### src/ttb_pkg.sv
// Package for the turn timer bank: request, result and slot entry types and command codes.
package ttb_pkg;

   localparam int DEFAULT_NUM_SLOTS = 16;
   localparam int MAX_RESULTS       = 16;
   localparam int TURN_WIDTH        = 32;
   localparam int RATE_WIDTH        = 16;

   localparam logic [2:0] CMD_TICK      = 3'd0;
   localparam logic [2:0] CMD_SET       = 3'd1;
   localparam logic [2:0] CMD_CLEAR     = 3'd2;
   localparam logic [2:0] CMD_QUERY     = 3'd3;
   localparam logic [2:0] CMD_CLEAR_ALL = 3'd4;

   typedef struct packed {
      logic [2:0]            command;
      logic [3:0]            slot;
      logic [RATE_WIDTH-1:0] rate;
      logic                  loop;
      logic [RATE_WIDTH-1:0] first_delay;
      logic                  first_delay_given;
   } ttb_req_type;

   typedef struct packed {
      logic                  fired;
      logic [3:0]            fired_slot;
      logic                  last;
      logic                  exists;
      logic [RATE_WIDTH-1:0] remaining;
      logic [TURN_WIDTH-1:0] current_turn;
   } ttb_rsp_type;

   typedef struct packed {
      logic                  loops;
      logic [RATE_WIDTH-1:0] period;
      logic [TURN_WIDTH-1:0] expiry;
   } ttb_entry_type;

   localparam int ENTRY_WIDTH = $bits(ttb_entry_type);

   // Commands from the controller to the datapath.
   typedef struct packed {
      logic tick_go;
      logic query_go;
      logic simple_go;
      logic scan;
      logic finish;
      logic query_out;
   } ttb_cmd_type;

endpackage

### src/ttb_ram.sv
// Generic simple dual-port RAM with one write port and one registered read port.
module ttb_ram import ttb_pkg::*; #(
   parameter int WIDTH = ENTRY_WIDTH,
   parameter int DEPTH = DEFAULT_NUM_SLOTS
) (
   input  logic                                  clock,
   input  logic                                  wr_en,
   input  logic [(DEPTH > 1 ? $clog2(DEPTH) : 1)-1:0] wr_addr,
   input  logic [WIDTH-1:0]                      wr_data,
   input  logic [(DEPTH > 1 ? $clog2(DEPTH) : 1)-1:0] rd_addr,
   output logic [WIDTH-1:0]                      rd_data
);

   logic [WIDTH-1:0] mem_ff [DEPTH];
   logic [WIDTH-1:0] rd_data_ff;

   always_ff @(posedge clock) begin
      if (wr_en) begin
         mem_ff[wr_addr] <= wr_data;
      end
      rd_data_ff <= mem_ff[rd_addr];
   end

   assign rd_data = rd_data_ff;

endmodule

### src/ttb_ctrl.sv
// Controller state machine of the turn timer bank: sequences ticks, queries and simple requests.
module ttb_ctrl import ttb_pkg::*; (
   input  logic        clock,
   input  logic        reset,
   input  logic        start,
   input  logic [2:0]  command,
   input  logic        scan_last,
   output logic        busy,
   output ttb_cmd_type cmd
);

   typedef enum logic [3:0] {
      ST_IDLE   = 4'b0001,
      ST_SCAN   = 4'b0010,
      ST_FINISH = 4'b0100,
      ST_QUERY  = 4'b1000
   } ttb_state_type;

   ttb_state_type state_ff, state_in;

   always_comb begin
      state_in = state_ff;
      cmd      = '0;
      busy     = 1'b1;
      case (state_ff)
         ST_IDLE: begin
            busy = 1'b0;
            if (start) begin
               case (command)
                  CMD_TICK: begin
                     cmd.tick_go = 1'b1;
                     state_in    = ST_SCAN;
                  end
                  CMD_QUERY: begin
                     cmd.query_go = 1'b1;
                     state_in     = ST_QUERY;
                  end
                  default: begin
                     cmd.simple_go = 1'b1;
                  end
               endcase
            end
         end
         ST_SCAN: begin
            cmd.scan = 1'b1;
            if (scan_last) begin
               state_in = ST_FINISH;
            end
         end
         ST_FINISH: begin
            cmd.finish = 1'b1;
            state_in   = ST_IDLE;
         end
         ST_QUERY: begin
            cmd.query_out = 1'b1;
            state_in      = ST_IDLE;
         end
         default: begin
            state_in = ST_IDLE;
         end
      endcase
   end

   always_ff @(posedge clock) begin
      if (reset) begin
         state_ff <= ST_IDLE;
      end else begin
         state_ff <= state_in;
      end
   end

endmodule

### src/ttb_dp.sv
// Datapath of the turn timer bank: turn counter, active bits, slot RAM, scan and result register.
module ttb_dp import ttb_pkg::*; #(
   parameter int NUM_SLOTS = DEFAULT_NUM_SLOTS
) (
   input  logic        clock,
   input  logic        reset,
   input  ttb_req_type req_data,
   input  ttb_cmd_type cmd,
   output logic        scan_last,
   output logic        rsp_strobe,
   output ttb_rsp_type rsp_data
);

   localparam int IW = NUM_SLOTS > 1 ? $clog2(NUM_SLOTS) : 1;
   localparam logic [6:0] SLOT_LIMIT = 7'(NUM_SLOTS);

   logic [TURN_WIDTH-1:0] turn_ff, turn_in;
   logic [NUM_SLOTS-1:0]  active_ff, active_in;
   logic [IW-1:0]         idx_ff, idx_in;
   logic                  pend_valid_ff, pend_valid_in;
   logic [3:0]            pend_slot_ff, pend_slot_in;
   logic [4:0]            fire_cnt_ff, fire_cnt_in;
   logic                  q_exists_ff, q_exists_in;
   ttb_rsp_type           rsp_ff, rsp_in;
   logic                  rsp_strobe_ff, rsp_strobe_in;

   logic                  wr_en;
   logic [IW-1:0]         wr_addr;
   ttb_entry_type         wr_data;
   logic [IW-1:0]         rd_addr;
   ttb_entry_type         rd_data;

   logic [6:0]            slot_ext;
   logic [IW-1:0]         slot_idx;
   logic                  in_range;
   logic [TURN_WIDTH-1:0] diff;
   logic                  due;
   logic                  fire;
   logic                  report;
   ttb_rsp_type           rsp_plain;

   assign slot_ext  = {3'b000, req_data.slot};
   assign slot_idx  = slot_ext[IW-1:0];
   assign in_range  = slot_ext < SLOT_LIMIT;
   assign scan_last = idx_ff == IW'(NUM_SLOTS - 1);

   // Wrapping difference: the slot is due when expiry minus turn is zero or negative.
   assign diff   = rd_data.expiry - turn_ff;
   assign due    = (diff == '0) || diff[TURN_WIDTH-1];
   assign fire   = cmd.scan && active_ff[idx_ff] && due;
   assign report = fire && (fire_cnt_ff < 5'(MAX_RESULTS));

   assign rd_addr = cmd.scan ? idx_ff + IW'(1) : (cmd.tick_go ? '0 : slot_idx);

   always_comb begin
      rsp_plain              = '0;
      rsp_plain.last         = 1'b1;
      rsp_plain.current_turn = turn_ff;

      turn_in        = turn_ff;
      active_in      = active_ff;
      idx_in         = idx_ff;
      pend_valid_in  = pend_valid_ff;
      pend_slot_in   = pend_slot_ff;
      fire_cnt_in    = fire_cnt_ff;
      q_exists_in    = q_exists_ff;
      rsp_in         = rsp_ff;
      rsp_strobe_in  = 1'b0;
      wr_en          = 1'b0;
      wr_addr        = slot_idx;
      wr_data.loops  = req_data.loop;
      wr_data.period = req_data.rate;
      wr_data.expiry = turn_ff + TURN_WIDTH'(req_data.first_delay_given ?
                                             req_data.first_delay : req_data.rate);

      if (cmd.simple_go) begin
         case (req_data.command)
            CMD_SET: begin
               if (in_range) begin
                  active_in[slot_idx] = req_data.rate != '0;
                  wr_en               = req_data.rate != '0;
               end
            end
            CMD_CLEAR: begin
               if (in_range) begin
                  active_in[slot_idx] = 1'b0;
               end
            end
            CMD_CLEAR_ALL: begin
               active_in = '0;
               turn_in   = '0;
            end
            default: begin
            end
         endcase
         rsp_in              = rsp_plain;
         rsp_in.current_turn = turn_in;
         rsp_strobe_in       = 1'b1;
      end

      if (cmd.tick_go) begin
         turn_in       = turn_ff + TURN_WIDTH'(1);
         idx_in        = '0;
         pend_valid_in = 1'b0;
         fire_cnt_in   = '0;
      end

      if (cmd.query_go) begin
         q_exists_in = in_range && active_ff[slot_idx];
      end

      if (cmd.scan) begin
         idx_in = idx_ff + IW'(1);
         if (fire) begin
            if (rd_data.loops) begin
               wr_en          = 1'b1;
               wr_addr        = idx_ff;
               wr_data        = rd_data;
               wr_data.expiry = turn_ff + TURN_WIDTH'(rd_data.period);
            end else begin
               active_in[idx_ff] = 1'b0;
            end
         end
         // A reported slot is held back until the next report or the finish so that the final one can carry last.
         if (report) begin
            if (pend_valid_ff) begin
               rsp_in            = rsp_plain;
               rsp_in.fired      = 1'b1;
               rsp_in.fired_slot = pend_slot_ff;
               rsp_in.last       = 1'b0;
               rsp_strobe_in     = 1'b1;
            end
            pend_valid_in = 1'b1;
            pend_slot_in  = 4'(idx_ff);
            fire_cnt_in   = fire_cnt_ff + 5'd1;
         end
      end

      if (cmd.finish) begin
         rsp_in            = rsp_plain;
         rsp_in.fired      = pend_valid_ff;
         rsp_in.fired_slot = pend_valid_ff ? pend_slot_ff : 4'd0;
         rsp_strobe_in     = 1'b1;
      end

      if (cmd.query_out) begin
         rsp_in        = rsp_plain;
         rsp_in.exists = q_exists_ff;
         if (!q_exists_ff || diff[TURN_WIDTH-1]) begin
            rsp_in.remaining = '0;
         end else if (diff[TURN_WIDTH-1:RATE_WIDTH] != '0) begin
            rsp_in.remaining = '1;
         end else begin
            rsp_in.remaining = diff[RATE_WIDTH-1:0];
         end
         rsp_strobe_in = 1'b1;
      end
   end

   ttb_ram #(
      .WIDTH(ENTRY_WIDTH),
      .DEPTH(NUM_SLOTS)
   ) u_ram (
      .clock  (clock),
      .wr_en  (wr_en),
      .wr_addr(wr_addr),
      .wr_data(wr_data),
      .rd_addr(rd_addr),
      .rd_data(rd_data)
   );

   always_ff @(posedge clock) begin
      if (reset) begin
         turn_ff       <= '0;
         active_ff     <= '0;
         pend_valid_ff <= 1'b0;
         fire_cnt_ff   <= '0;
         idx_ff        <= '0;
         rsp_strobe_ff <= 1'b0;
      end else begin
         turn_ff       <= turn_in;
         active_ff     <= active_in;
         pend_valid_ff <= pend_valid_in;
         fire_cnt_ff   <= fire_cnt_in;
         idx_ff        <= idx_in;
         rsp_strobe_ff <= rsp_strobe_in;
      end
   end

   always_ff @(posedge clock) begin
      pend_slot_ff <= pend_slot_in;
      q_exists_ff  <= q_exists_in;
      rsp_ff       <= rsp_in;
   end

   assign rsp_strobe = rsp_strobe_ff;
   assign rsp_data   = rsp_ff;

endmodule

### src/turn_timer_bank_top.sv
// Top level of the turn timer bank: controller, datapath and interface assertions.
//
// A request is taken at a rising edge where start is high and busy is low; its fields
// arrive in req_data. Each result appears in rsp_data for one cycle with rsp_strobe
// high, and the receiver has no means to hold it off.
// Set, clear, clear all and unknown requests leave busy low and give one result in
// the cycle after acceptance, so one may be issued in every cycle.
// A query reads the slot RAM through its registered read port and registers the result in
// the query state; busy is high for one cycle.
// A tick keeps busy high through the scan and finish states: the scan reads one slot per
// cycle from the slot RAM and rearms or frees each slot that expires. Fired slots come out
// in ascending order, each registered when the next fire is found, and the final result,
// marked by last, is registered in the finish state and carries the last reported slot.
// A tick with nothing due gives a single result with fired low.
// Reset clears the turn counter and every active bit at once; no clearing pass is
// needed, and a request may be issued in the first cycle after reset.
module turn_timer_bank_top import ttb_pkg::*; #(
   parameter int NUM_SLOTS = DEFAULT_NUM_SLOTS
) (
   input  logic        clock,
   input  logic        reset,
   input  logic        start,
   output logic        busy,
   input  ttb_req_type req_data,
   output logic        rsp_strobe,
   output ttb_rsp_type rsp_data
);

   ttb_cmd_type cmd;
   logic        scan_last;

   ttb_ctrl u_ctrl (
      .clock    (clock),
      .reset    (reset),
      .start    (start),
      .command  (req_data.command),
      .scan_last(scan_last),
      .busy     (busy),
      .cmd      (cmd)
   );

   ttb_dp #(
      .NUM_SLOTS(NUM_SLOTS)
   ) u_dp (
      .clock     (clock),
      .reset     (reset),
      .req_data  (req_data),
      .cmd       (cmd),
      .scan_last (scan_last),
      .rsp_strobe(rsp_strobe),
      .rsp_data  (rsp_data)
   );

   // A simple request is answered in the very next cycle with a single final result.
   assert property (@(posedge clock) disable iff (reset)
      start && !busy && req_data.command != CMD_TICK && req_data.command != CMD_QUERY
      |=> rsp_strobe && rsp_data.last)
      else $error("simple request not answered in the next cycle");

   // A query result, final and not fired, follows acceptance.
   assert property (@(posedge clock) disable iff (reset)
      start && !busy && req_data.command == CMD_QUERY
      |-> ##2 (rsp_strobe && rsp_data.last && !rsp_data.fired))
      else $error("query result missing");

   // Results that are not final only come out as fires while a tick still holds busy high.
   assert property (@(posedge clock) disable iff (reset)
      rsp_strobe && !rsp_data.last |-> busy && rsp_data.fired)
      else $error("non-final result outside a tick scan");

   // Only a fired result names a slot.
   assert property (@(posedge clock) disable iff (reset)
      rsp_strobe && !rsp_data.fired |-> rsp_data.fired_slot == 4'd0)
      else $error("slot reported without a fire");

endmodule
### config.mk
export PLATFORM = sky130hd
export DESIGN_NAME = turn_timer_bank_top
export DESIGN_NICKNAME = d
export VERILOG_FILES = /design/src/ttb_pkg.sv /design/src/ttb_ram.sv /design/src/ttb_ctrl.sv /design/src/ttb_dp.sv /design/src/turn_timer_bank_top.sv
export SDC_FILE = /design/constraint.sdc
export NUM_CORES = 2
export LEC_CHECK = 0
export ABC_AREA = 1
export BUFFER_PORTS_ARGS = -buffer_cell sky130_fd_sc_hd__clkbuf_2
export CORE_MARGIN = 4
export CORE_UTILIZATION = 55
export CTS_BUF_LIST = sky130_fd_sc_hd__clkbuf_2
export DETAILED_ROUTE_END_ITERATION = 7
export PLACE_DENSITY = 0.72
export SLEW_MARGIN = 20
export SYNTH_ARGS = -nofsm -noshare
export SYNTH_HDL_FRONTEND = slang
export SYNTH_SLANG_ARGS = --single-unit
### constraint.sdc
create_clock -name clock -period 9.4 [get_ports clock]
set_input_delay 0.47 -clock clock [delete_from_list [all_inputs] [get_ports clock]]
set_output_delay 0.47 -clock clock [all_outputs]
set_load 0.01 [all_outputs]
# Word-level counts from Yosys, hierarchy flattened
# Memories as Yosys holds them, arrays and structs flattened. A register that Yosys moved wholly into a read port is not among the register bits.
# Cells that the tools add are included.
dict set report word_totals {
  reg_bits 123
  ramBits 784
  input_bits 44
  wordCells 135
  memories 1
}
# memory words width read_ports rd_ports_with_merged_regs write_ports line_no
set mem_list {}
lappend mem_list {u_dp.u_ram.mem_ff 16 49 1 1 1 ttb_ram.sv:14} ;# logic [WIDTH-1:0] mem_ff [DEPTH];
dict set report op_classes {
  n_addsub 6
  magnitude_cmp 6
  n_eq_ne 12
  n_mux 72
  n_bitwise 4
  reduce_logical 19
}
# operator n
set ops {}
lappend ops {{55-bit two-way mux} 5}
lappend ops {{49-bit two-way mux} 4}
lappend ops {{16-bit two-way mux} 9}
lappend ops {{32-bit two-way mux} 3}
lappend ops {{16-bit one-hot mux with 3 select lines} 1}
lappend ops {{4-bit two-way mux} 10}
lappend ops {{32-bit by 1-bit adder with 32-bit output (second input constant)} 1}
lappend ops {{32-bit by 16-bit adder with 32-bit output} 1}
lappend ops {{32-bit adder} 1}
lappend ops {{16-bit AND} 2}
lappend ops {{32-bit zero test} 1}
lappend ops {{16-bit NOT} 2}
lappend ops {{16-bit nonzero test} 2}
lappend ops {{32-bit subtractor} 1}
lappend ops {{1-bit two-way mux} 28}
lappend ops {{16-bit bitwise mux} 1}
lappend ops {{4-bit one-hot mux with 2 select lines} 2}
lappend ops {{4-bit by 5-bit less-than comparator with 1-bit output (second input constant)} 3}
lappend ops {{5-bit two-way mux} 3}
lappend ops {{1-bit binary-select mux with 4-bit select} 2}
lappend ops {{1-bit demux with 4-bit select} 2}
lappend ops {{4-bit equality test (second input constant)} 2}
lappend ops {{4-bit by 1-bit greater-or-equal comparator with 1-bit output (second input constant)} 2}
lappend ops {{3-bit by 2-bit equality test with 1-bit output (second input constant)} 2}
lappend ops {{19 further kinds} 29}

# Depth between registers and ports, before layout
dict set report logic_depth {
  ltp_word 13
  ltp_mapped 26
  depth_no_buf 25
}

# Cells and area by module
# From an unflattened synthesis, not the netlist that was laid out.
dict set report hier_totals {
  cells_unflattened 5379
  area_unflattened_um2 47209.0
}
# mod instances cells_per_inst area_each_um2 seq_area_each_um2
set by_module_without_submodules {}
lappend by_module_without_submodules {ttb_ram 1 3231 34707.0 24523.5}
lappend by_module_without_submodules {ttb_dp 1 2105 12235.5 2432.3}
lappend by_module_without_submodules {ttb_ctrl 1 43 266.5 80.1}

# Worst setup path before layout
# OpenSTA, ideal clock, no wires.
dict set report synth_timing {
  path_type {reg-to-reg}
  from {register u_dp.turn_ff[24]}
  to {memory u_dp.u_ram.mem_ff[12][0] (netlist bit), enable pin}
  setup_time_ns 0.456
  arrival_ns 4.734
  required_time_ns 8.944
  setup_slack_ns 4.210
  stages_incl_launch_ff 22
  path_buffers 2
  cell_sequence {dfxtp_1 > clkbuf_1 > inv_1 > ha_1 > nand2_2 > nor2_2 > inv_2 > nor3_2 > and2_1 > nand2_2 > nand3_1 > nand2_2 > nor2_1 > nand2_1 > nor2_4 > nand3_4 > a21boi_4 > buf_6 > nand2_1 > nand2_2 > nand3_2 > nor2_1}
}
dict set report synth_via {
  elab_chain_cells 8
  elab_cells_between_ends 10
}
# element line_no
set synth_rtl {}
lappend synth_rtl {{start, declared} ttb_dp.sv:17} ;# logic [TURN_WIDTH-1:0] turn_ff, turn_in;
lappend synth_rtl {{start signal, assigned} ttb_dp.sv:181} ;# turn_ff <= turn_in;
lappend synth_rtl {{32-bit subtractor *} ttb_dp.sv:48} ;# assign diff = rd_data.expiry - turn_ff;
lappend synth_rtl {{32-bit zero test} ttb_dp.sv:49} ;# assign due = (diff == '0) || diff[TURN_WIDTH-1];
lappend synth_rtl {{1-bit logical OR *} ttb_dp.sv:49}
lappend synth_rtl {{1-bit logical AND *} ttb_dp.sv:50} ;# assign fire = cmd.scan && active_ff[idx_ff] && due;
lappend synth_rtl {{1-bit two-way mux} ttb_dp.sv:114} ;# if (fire) begin
lappend synth_rtl {{1-bit two-way mux} ttb_dp.sv:112} ;# if (cmd.scan) begin
lappend synth_rtl {{1-bit two-way mux} ttb_ram.sv:18} ;# if (wr_en) begin
lappend synth_rtl {{1-bit two-way mux (not written as such)} ttb_ram.sv:19} ;# mem_ff[wr_addr] <= wr_data;
lappend synth_rtl {{end, declared} ttb_ram.sv:14}
# Every way passes the cells marked *; elsewhere a longest branch is shown, timed or not.

# Final worst setup path
dict set report layout_timing {
  from {register u_dp.turn_ff[5]}
  to {memory u_dp.u_ram.mem_ff[9][12] (netlist bit), enable pin}
}
# The elaborated chain is that of the path after synthesis.

==> results.md <==
- Core area: 0.08107 sq mm
- Largest net degree at the start of global routing: 235
- Max clock buf depth: 3
- PortBufs: 100
- Worst Path Max Fanout: 37
- Largest family of logic cells by synthesized area: simple AND/OR/NAND/NOR gates
- Combinational share of power: 0.166
- Compound-Gate Fraction of Synth Area: 0.1335
- Post-synthesis sequential area ratio: 0.5974
- Starting Density: 0.5582
- Layout cells sized above 1: 0.1210
- Worst-path clk slew: 0.11 ns
- Num Clock Sinks: 956
- Static Leak: 20.44 nW
- First drt pass iteration count: 6
- Vias post-DR: 35023
- Drc violations: 0
- Total wire length: 129100 microns
- Post-Synth XOR/XNOR Area: 0.01258
- RSZ-0062 raised after global routing: false
- Worst-margin pin slew: 1.282 ns
- Die Area: 0.08694 sq mm
- Hpwl dp: 78080 microns
- Vias in the first global route: 32665
- Worst path arrival time: 7.44 ns
- Avg WL per Cell: 20.92 microns
- Most frequent cells in the layout: nand2_1 (897), edfxtp_1 (789), inv_1 (692)
- First-pass GRT wire length: 193700 microns
- Max-cap check violation count: 0
- Slew HR: 0.1451
- Synth Net Count: 4819
- Period utilization: 0.6832
- Routability congestion estimate: 1.009
- Clock share of power: 0.303
- TritonCTS Buffers: 231
- GRT overflow: 0
- Largest cells by area after synthesis: edfxtp_1 (52%), nand2_1 (7.4%), dfxtp_1 (7.4%), inv_1 (5.8%), nand3_1 (5.0%)
- Setup violations, final: 0
- CTS resizes: 0
- Avg Synthesized Cell Area: 9.623 sq um
- Yosys top cell by area: edfxtp_1
- Flop-to-flop setup slack: 2.98 ns
- Die span in x: 294.9 microns
- Worst Hold Class: input pin to register
- Critical path required time: 10.42 ns
- NetSw: 2.894 mW
- Startpoint types: register
- Flop and latch count out of synthesis: 956
- Status: complete, no violations
- Sw frac: 0.3151
- Pwr/cell area: 185.8 mW/mm^2
- Placed Cells: 5677
- IO Pins: 101
- Die H: 294.9 microns
- Layout area overhead: 9.254%
- Worst Path Class, Setup: register to register
- Clk Latency, worst-skew pair: 1.53 ns
- CP Capture Type: register
- Global Route Usage Sum: 0.2947
- Cell count after synthesis: 4703
- Starting DRT DRC Count: 3816
- Synth cell types: 59
- Synth warn: 0
- Final setup TNS: 0 ns
- Worst clock skew: 0.1574 ns
- Area share of fa/ha/maj cells after synthesis: 0.02040
- Post-route ant nets: 0
- Slew Limit Fails: 0
- CTS tree: yes
- Nets: 5020
- Simple-Gate Fraction of Synth Area: 0.1535
- Share of the synthesized area in the top cell type: 0.5235
- Seq pwr share: 0.532
- Max Clk Rate: 155.7 MHz
- P_int: 6.291 mW
- Fin. Hold Viols: 0
- Maximum ir drop on the vdd rail: 0.1379 mV
- Cell row count: 104
- Synthesized cell area: 0.04526 sq mm
- Root Driver: clkbuf_2
- Mux share of post-synthesis cell area: 0
- Initial antenna violation count: 5
- Min Tclk post-route: 6.422 ns
- CTS H-tree depth: 4
- Via/cell ratio: 5.675
- Commonest non-fill, non-tap cell in the layout: nand2_1
- Layout Cells excl Fill: 6171
-- synth_stat cells (all sizes together) --
master  instances
a2111o          1
a211oi          3
a21boi          5
a21o           13
a21oi         310
a221oi          1
a22oi           9
a31oi          11
a32oi           1
a41oi           3
and2            7
and3            1
buf           100
clkbuf        143
clkinv          7
dfxtp         167
edfxtp        789
fa              3
ha             69
inv           703
nand2         913
nand3         457
nand3b          5
nand4          29
nor2          158
nor3           30
nor4            7
o211a           1
o211ai        230
o21a            1
o21ai         436
o21bai          2
o221ai          4
o22ai           6
o311ai          2
o31ai           6
o32ai           1
or2             4
xnor2          16
xor2           49
-- final cells by class --
cell class	instances	area [sq um]
Antenna cell	3	7.507
Clock buffer	354	1772
Clock inverter	83	455.4
Fill cell	6971	31620
Inverter	710	2675
Multi-Input combinational cell	2794	14670
Sequential cell	956	27040
Tap cell	1060	1326
Timing Repair Buffer	211	1506
-- worst paths after layout --
kind,startpoint,to,depth (start not counted)
worst min-delay path,req_data[34],u_dp.active_ff[12],7
worst max-delay path,u_dp.turn_ff[5],u_dp.u_ram.mem_ff[9][12],19
worst min register to register,u_dp.rsp_data[43],u_dp.rsp_data[43],2
worst max register to register,u_dp.turn_ff[5],u_dp.u_ram.mem_ff[9][12],19
-- through the flow --
step	util	worst slack, ns	hold WS (ns)	power (mW)	area, sq um
floorplan	-	4.210	0.4286	5.908	45260
finish	0.6099	2.978	0.1670	9.185	49440
CTS	0.6097	3.035	0.0008785	9.233	49430
global placement	0.5755	3.229	0.4517	6.446	46660
detailed placement	0.5755	3.119	0.4578	6.451	46660
global route	0.6099	2.514	0.07955	9.650	49440
-- cells by family after synthesis --
logic type,count (synthesis)
AO/OA/AOI/OAI,1046
buffers and inverters,953
adder cells (fa/ha/maj),72
flip-flops,956
XOR/XNOR,65
AND/OR/NAND/NOR,1611
-- power groups by stage --
stage          Combinational [mW]  Clock [mW]  Sequential, mW
2_1_floorplan               0.994           0            4.91
3_3_place_gp                 1.47           0            4.97
3_5_place_dp                 1.48           0            4.97
4_1_cts                      1.50        2.86            4.88
5_1_grt                      1.68        3.08            4.89
6_report                     1.52        2.78            4.88
-- sequential cells by signal (all words and copies together), names as in the netlist, 4 cells and up --
name,flops
u_dp.u_ram.mem_ff,784
u_dp.rsp_data,55
u_dp.u_ram.rd_data,49
u_dp.turn_ff,32
u_dp.active_ff,16
u_dp.fire_cnt_ff,5
u_ctrl.state_ff,4
u_dp.idx_ff,4
u_dp.pend_slot_ff,4
-- repair_timing --
item                       4_1_cts  5_1_grt
hold endpoints to repair       554        0
setup endpoints to repair        0        0
setup buffers                    0        0
hold buffers                    54        0
-- worst max-delay path, stage by stage, from the launching register on --
cell and delay [ns]:
dfxtp_1 0.52, clkinv_1 0.30, ha_1 0.44, nand2_1 0.14, nor2_1 0.28, nand3_1 0.17
nand3_1 0.23, nand2_1 0.11, nand2_1 0.07, nand2_1 0.05, nor2_1 0.09, nand3_1 0.11
nor2_1 0.21, nand3_4 0.14, a21boi_4 0.64, nand2_4 0.47, o21ai_2 0.29, nand3_2 0.25
nor2_4 0.76, buf_4 0.64
-- per-layer routing --
| metal | vias up | global-route usage | part of all wire |
|---|---|---|---|
| li1 | 16735 | - | - |
| met1 | 16373 | 0.4189 | 0.43 |
| met2 | 1678 | 0.4549 | 0.45 |
| met3 | 233 | 0.06201 | 0.10 |
| met4 | 4 | 0.1001 | 0.025 |
| met5 | - | 0 | 0.00021 |
Power figures use the tool's default switching activity.
